<file path="config.mk">
export PLATFORM = sky130hd
export DESIGN_NAME = mlap_div
export DESIGN_NICKNAME = d
export VERILOG_FILES = /design/src/design/mlap_pkg.sv /design/src/design/mlap_div.sv
export SDC_FILE = /design/constraint.sdc
export NUM_CORES = 1
export LEC_CHECK = 0
export ABC_AREA = 1
export BUFFER_PORTS_ARGS = -buffer_cell sky130_fd_sc_hd__clkbuf_2
export CORE_ASPECT_RATIO = 1.5
export CORE_MARGIN = 3
export CORE_UTILIZATION = 35
export CTS_BUF_LIST = sky130_fd_sc_hd__clkbuf_4 sky130_fd_sc_hd__clkbuf_8
export DETAILED_ROUTE_END_ITERATION = 16
export PLACE_DENSITY = 0.63
export SETUP_SLACK_MARGIN = 0.5
export SYNTH_ARGS = -nofsm -noshare
export SYNTH_HDL_FRONTEND = slang
export SYNTH_SLANG_ARGS = --single-unit
</file>
<file path="constraint.sdc">
create_clock -name aclk -period 3.45 [get_ports aclk]
set_input_delay 0.345 -clock aclk [delete_from_list [all_inputs] [get_ports aclk]]
set_output_delay 0.345 -clock aclk [all_outputs]
set_load 0.02 [all_outputs]
</file>
<file path="src/design/mlap_pkg.sv">
// shared constants, codes and types for the mesh laplacian delta coordinate block
// no dependencies; used by every module of the block
package mlap_pkg;

    localparam int IDX_W       = 6;
    localparam int IN_COORD_W  = 32;
    localparam int CNT_W       = 6;
    localparam int DELTA_W     = 33;
    localparam int REQ_W       = 2;
    localparam int S_TDATA_W   = 120;
    localparam int M_TDATA_W   = 112;

    localparam int MAX_VERTS_DEF  = 64;
    localparam int COORD_BITS_DEF = 32;

    localparam logic [REQ_W-1:0] REQ_LOAD  = 2'd0;
    localparam logic [REQ_W-1:0] REQ_TRI   = 2'd1;
    localparam logic [REQ_W-1:0] REQ_QUERY = 2'd2;
    localparam logic [REQ_W-1:0] REQ_CLEAR = 2'd3;

    // command from the main controller to the adjacency store
    typedef struct packed {
        logic             rd_go;
        logic             add_tri;
        logic             clr_go;
        logic [IDX_W-1:0] row;
        logic [IDX_W-1:0] a;
        logic [IDX_W-1:0] b;
        logic [IDX_W-1:0] c;
    } adj_cmd_t;

endpackage

</file>
<file path="src/design/mlap_div.sv">
// three-lane restoring divider, one quotient bit per cycle, truncating toward zero
// depends on mlap_pkg
module mlap_div #(
    parameter int ACC_W = mlap_pkg::COORD_BITS_DEF + 1 + mlap_pkg::CNT_W
) (
    input  logic                        aclk,
    input  logic                        aresetn,
    input  logic                        start,
    input  logic [mlap_pkg::CNT_W-1:0]  divisor,
    input  logic signed [ACC_W-1:0]     num [3],
    output logic                        done,
    output logic signed [ACC_W-1:0]     quo [3]
);

    localparam int STEP_W = $clog2(ACC_W + 1);
    localparam int CW     = mlap_pkg::CNT_W;

    logic              busy_reg;
    logic              done_reg;
    logic [STEP_W-1:0] step_reg;
    logic [CW-1:0]     dvs_reg;
    logic [ACC_W-1:0]  mag_reg [3];
    logic [CW-1:0]     rem_reg [3];
    logic              neg_reg [3];

    logic [CW:0]       trial [3];
    logic              fit   [3];
    logic [CW-1:0]     rem_next [3];
    logic [ACC_W-1:0]  mag_next [3];

    always_comb begin
        for (int k = 0; k < 3; k++) begin
            trial[k]    = {rem_reg[k], mag_reg[k][ACC_W-1]};
            fit[k]      = (trial[k] >= {1'b0, dvs_reg});
            rem_next[k] = fit[k] ? CW'(trial[k] - {1'b0, dvs_reg}) : CW'(trial[k]);
            mag_next[k] = {mag_reg[k][ACC_W-2:0], fit[k]};
        end
    end

    always_ff @(posedge aclk) begin
        if (!aresetn) begin
            busy_reg <= 1'b0;
            done_reg <= 1'b0;
            step_reg <= '0;
        end else begin
            done_reg <= 1'b0;
            if (start) begin
                busy_reg <= 1'b1;
                step_reg <= STEP_W'(ACC_W);
            end else if (busy_reg) begin
                step_reg <= step_reg - 1'b1;
                if (step_reg == STEP_W'(1)) begin
                    busy_reg <= 1'b0;
                    done_reg <= 1'b1;
                end
            end
        end
    end

    // dividend register doubles as the quotient
    always_ff @(posedge aclk) begin
        if (start) begin
            dvs_reg <= divisor;
            for (int k = 0; k < 3; k++) begin
                neg_reg[k] <= num[k][ACC_W-1];
                mag_reg[k] <= num[k][ACC_W-1] ? ACC_W'(-num[k]) : ACC_W'(num[k]);
                rem_reg[k] <= '0;
            end
        end else if (busy_reg) begin
            for (int k = 0; k < 3; k++) begin
                mag_reg[k] <= mag_next[k];
                rem_reg[k] <= rem_next[k];
            end
        end
    end

    always_comb begin
        for (int k = 0; k < 3; k++) begin
            quo[k] = neg_reg[k] ? -$signed(mag_reg[k]) : $signed(mag_reg[k]);
        end
    end

    assign done = done_reg;

endmodule

</file>
==> Yosys cells after proc, flatten, opt, wreduce, memory -nomap -nowiden <==
Memory sizes are Yosys's and may differ from the RTL's.
Cells that the tools add are included.
{ "word_totals": {"ff_bits": 14, "ramBits": 138, "elab_cells": 59, "mem_count": 3} }
{ "mem_list": {"columns": ["memory", "words", "width", "rd", "rd_ports_with_merged_regs", "wr", "line", "text"], "rows": [
  ["mag_reg", 3, 39, 3, 0, 3, "mlap_div.sv:22", "logic [ACC_W-1:0] mag_reg [3];"],
  ["rem_reg", 3, 6, 3, 0, 3, "mlap_div.sv:23", "logic [CW-1:0] rem_reg [3];"],
  ["neg_reg", 3, 1, 3, 0, 3, "mlap_div.sv:24", "logic neg_reg [3];"]
]} }
{ "classes": {"n_addsub": 10, "magnitude_cmp": 3, "n_eq_ne": 1, "muxes": 26, "bitwise": 8, "n_reduce_logical": 3} }
{ "ops": {"columns": ["op", "count"], "rows": [
  ["39-bit two-way mux", 9],
  ["39-bit negation", 6],
  ["6-bit two-way mux", 8],
  ["7-bit by 6-bit >= comparator with 1-bit output", 3],
  ["6-bit subtractor", 3],
  ["1-bit two-way mux", 9],
  ["6-bit by 1-bit equality test with 1-bit output (second input constant)", 1],
  ["1-bit OR", 6],
  ["6-bit by 1-bit subtractor with 6-bit output (second input constant)", 1],
  ["3-bit OR reduction", 1],
  ["1-bit NOT", 2],
  ["2-bit nonzero test", 1],
  ["2-bit OR reduction", 1]
]} }

==> Longest topological paths before layout <==
{ "depth": {"ltp_word": 4, "mapped_depth": 11, "mapped_depth_nobuf": 11} }

==> Worst setup path after synthesis <==
OpenSTA, ideal clock, no wires.
{ "synth_path": {"path_kind": "register to register", "startpoint": "register busy_reg", "endpoint": "memory mag_reg[0][0] (netlist name), enable pin", "t_arrival_ns": 3.107, "t_required_ns": 2.962, "setup_slack_ns": -0.146, "path_stages_with_launch": 3, "period_less_slack_ns": 3.596, "cell_sequence": "dfxtp_1 -> nor2_1 -> inv_1"} }
{ "synth_lines": {"columns": ["item", "line", "text"], "rows": [
  ["start: declaration", "mlap_div.sv:18", "logic busy_reg;"],
  ["start signal: assignment", "mlap_div.sv:42", "busy_reg <= 1'b0;"],
  ["start signal: assignment", "mlap_div.sv:48", "busy_reg <= 1'b1;"],
  ["start signal: assignment", "mlap_div.sv:53", "busy_reg <= 1'b0;"],
  ["end: declaration", "mlap_div.sv:22", null]
]} }

==> results.ini <==
[status]
status = completed

[sta]
tightest_slew_ns = 0.7510
period_minus_slack_ns = 2.735
finalSetupViolations = 0
slew_violations = 0
fin_crit_sh = 0.7928
fmax_ghz = 0.3656
fin_ws_ns = 0.7148
rsz0062_at_grt = false
fin_hold_ws_ns = 0.1261
setup-tns-final_ns = 0
hold_violations = 0
skew_ns = 0.02203
relSlewSlack = 0.4994

[drt]
antenna_left = 0
vias_per_cell = 5.279
vias = 15530
wirelength_mm = 52.73
firstDrtPassIters = 5
wl_per_cell_um = 17.92
drc = 0
drt_iter0_drc = 1326

[synthesis]
yosysWarnings = 0
synthFlopType = edfxtp_1
async_flop_share = 0
synth_area_um2 = 14320
ys_ff_latch = 152
syn_nets = 2349
netlist_instances = 2194
synth_edf_count = 144
ys_types = 45
yosysSeqAreaShare = 0.3130
syn_area_per_cell_um2 = 6.529

[grt]
antenna_found_initial = 7
grt_max_degree = 144
grt_first_pass_wirelength_mm = 80.86
grt_use_total = 0.2400
overflow = 0
grt_pass1_vias = 15050

[power]
p_int_w = 0.003608
vdd_drop_max_uv = 313.2
p_seq_frac = 0.407
switching_share = 0.4252
switching_power_w = 0.002668
p_leak_nw = 7.621
combPwrFrac = 0.369
powerDensity_nw_per_um2 = 381.1
pwr-share-clk = 0.224

[worst_setup_path]
crit_path_end_kind = primary output
slowest_stage = edfxtp_1
path_cells = inv_2 -> ha_1 -> nand4_2 -> nor2_2 -> nand3_1 -> nand2_2 -> nand2_1 -> xor2_1 -> clkbuf_2
critPathMaxFanout = 5
path_delay_family = simple AND/OR/NAND/NOR gates
arrival_ns = 2.39
cp-start-kind = register
cp.required_ns = 3.11
timing.critical_path.slowest_cell_delay_ns = 0.43
crit_type = register to primary output
worst-path-buf-inv = 2

[clock_network]
cts-buffers-inserted = 17
cts_sinks = 152
clockRootBuffer = clkbuf_8
cts.htree.levels = 4
clk_pin_slew_ns = 0.10
cts_buffer_depth = 2
insertion_delay_ns = 0.51
cts_tree = built

[final_layout]
layout_commonest_cell = nand2_1
seq_area_um2 = 4484
fillers = 4361
largest_register_ffs = 117
layout_common_cells = nand2_1, nor2_1, nand3_1
area_growth_syn_to_layout_pct = 14.95
nets = 2573
layout-drive-gt1-share = 0.1588
multi_input_area_um2 = 8631
final_util = 0.4085

[floorplanning]
initial_core_util = 0.3553
core-area_um2 = 40310
dieArea_um2 = 43440
ios = 244
rows = 90
die_w_um = 171.2
die_y_um = 253.8

[min_path]
hold_class = primary input to register

[placed_design]
dp_hpwl_mm = 42.49
portBuffers = 243
pre_cts_ws_ns = 0.9882
place_congestion = 0.9792

[run]
cap_violations = 0

[Yosys cell counts (4+ instances only)]
cell type / count / area share
nand2_1: 665 / 0.17
nor2_1: 318 / 0.083
nand3_1: 261 / 0.091
inv_1: 229 / 0.060
edfxtp_1: 144 / 0.30
xor2_1: 97 / 0.059
o21ai_0: 95 / 0.033
nand4_1: 40 / 0.017
o21ai_1: 37 / 0.013
nor2_2: 29 / 0.013
xnor2_1: 29 / 0.018
buf_2: 27 / 0.0094
ha_1: 26 / 0.023
a21oi_1: 24 / 0.0084
nor3_1: 24 / 0.0084
clkbuf_1: 19 / 0.0050
nand2_2: 16 / 0.0070
o211ai_1: 11 / 0.0058
buf_4: 8 / 0.0042
dfxtp_1: 8 / 0.011
nor2_4: 8 / 0.0063
o21ai_2: 8 / 0.0049
or2_2: 8 / 0.0035
inv_2: 7 / 0.0018
nand3b_1: 7 / 0.0037
buf_6: 6 / 0.0047
a21o_1: 4 / 0.0021
a31oi_1: 4 / 0.0017
o21bai_1: 4 / 0.0021
o31ai_1: 4 / 0.0021
[kinds of logic (layout without fill, tap and decap cells)]
logic type | Yosys count | in the layout | share of synthesized area
AND/OR/NAND/NOR | 1392 | 1392 | 0.4186
buffers and inverters | 296 | 533 | 0.08516
AO/OA/AOI/OAI | 199 | 199 | 0.07931
flip-flops | 152 | 152 | 0.3130
XOR/XNOR | 126 | 126 | 0.07704
adder cells (fa/ha/maj) | 29 | 29 | 0.02690
other | 0 | 5 | 0
[power by group through the flow]
stage	Combinational [W]	Clock (W)	Sequential (W)
finish	0.00231	0.00141	0.00255
global route	0.00255	0.00151	0.00258
CTS	0.00231	0.00144	0.00255
detailed placement	0.00228	0	0.00259
global placement	0.00227	0	0.00259
floorplan	0.00154	0	0.00248
[metal layers]
layer / GRT usage / share of wire
met4: 0.1512 / 0.067
met2: 0.4186 / 0.50
met1: 0.2652 / 0.37
met3: 0.04777 / 0.060
met5: 0 / 0.00044
[cell type report]
cell class	count	share of cell area
Timing Repair Buffer	265	0.08708
Clock buffer	18	0.01466
Sequential cell	152	0.2723
Antenna cell	5	0.0007598
Multi-Input combinational cell	1746	0.5241
Clock inverter	14	0.008510
Tap cell	506	0.03845
Inverter	236	0.05410
[worst register-to-register path, cell delays in order (launching register included)]
cell	delay (ns)
edfxtp_1	0.52
inv_1	0.18
ha_1	0.21
inv_1	0.06
fa_1	0.40
nand3_1	0.09
nand3_1	0.08
xor2_1	0.15
nand2_1	0.07
nand2_1	0.06
nor2_1	0.05
[what timing repair did]
item,4_1_cts,5_1_grt
resized for setup,0,6
setup buffers,2,4
hold buffers,6,0
hold endpoints to repair,6,0
setup endpoints to repair,5,17
gates cloned,0,0
[final timing paths]
check                           depth (start not counted)        endpoint  slack (ns)            from
worst max-delay path                                    9        quo[104]        0.71   mag_reg[0][0]
worst min-delay path                                    3     step_reg[2]        0.13         aresetn
worst max register to register                         10  rem_reg[0][10]        1.34  mag_reg[0][77]
worst min register to register                          2     step_reg[1]        0.53     step_reg[1]
[stage by stage]
step,power (W),instance area [µm²],instances
floorplan,0.004012,14330,2194
global placement,0.004857,15960,2893
detailed placement,0.004873,15960,2893
CTS,0.006299,16420,2933
global route,0.006636,16460,2940
finish,0.006276,16470,2942
No activity file was read; power rests on OpenSTA's default activity.
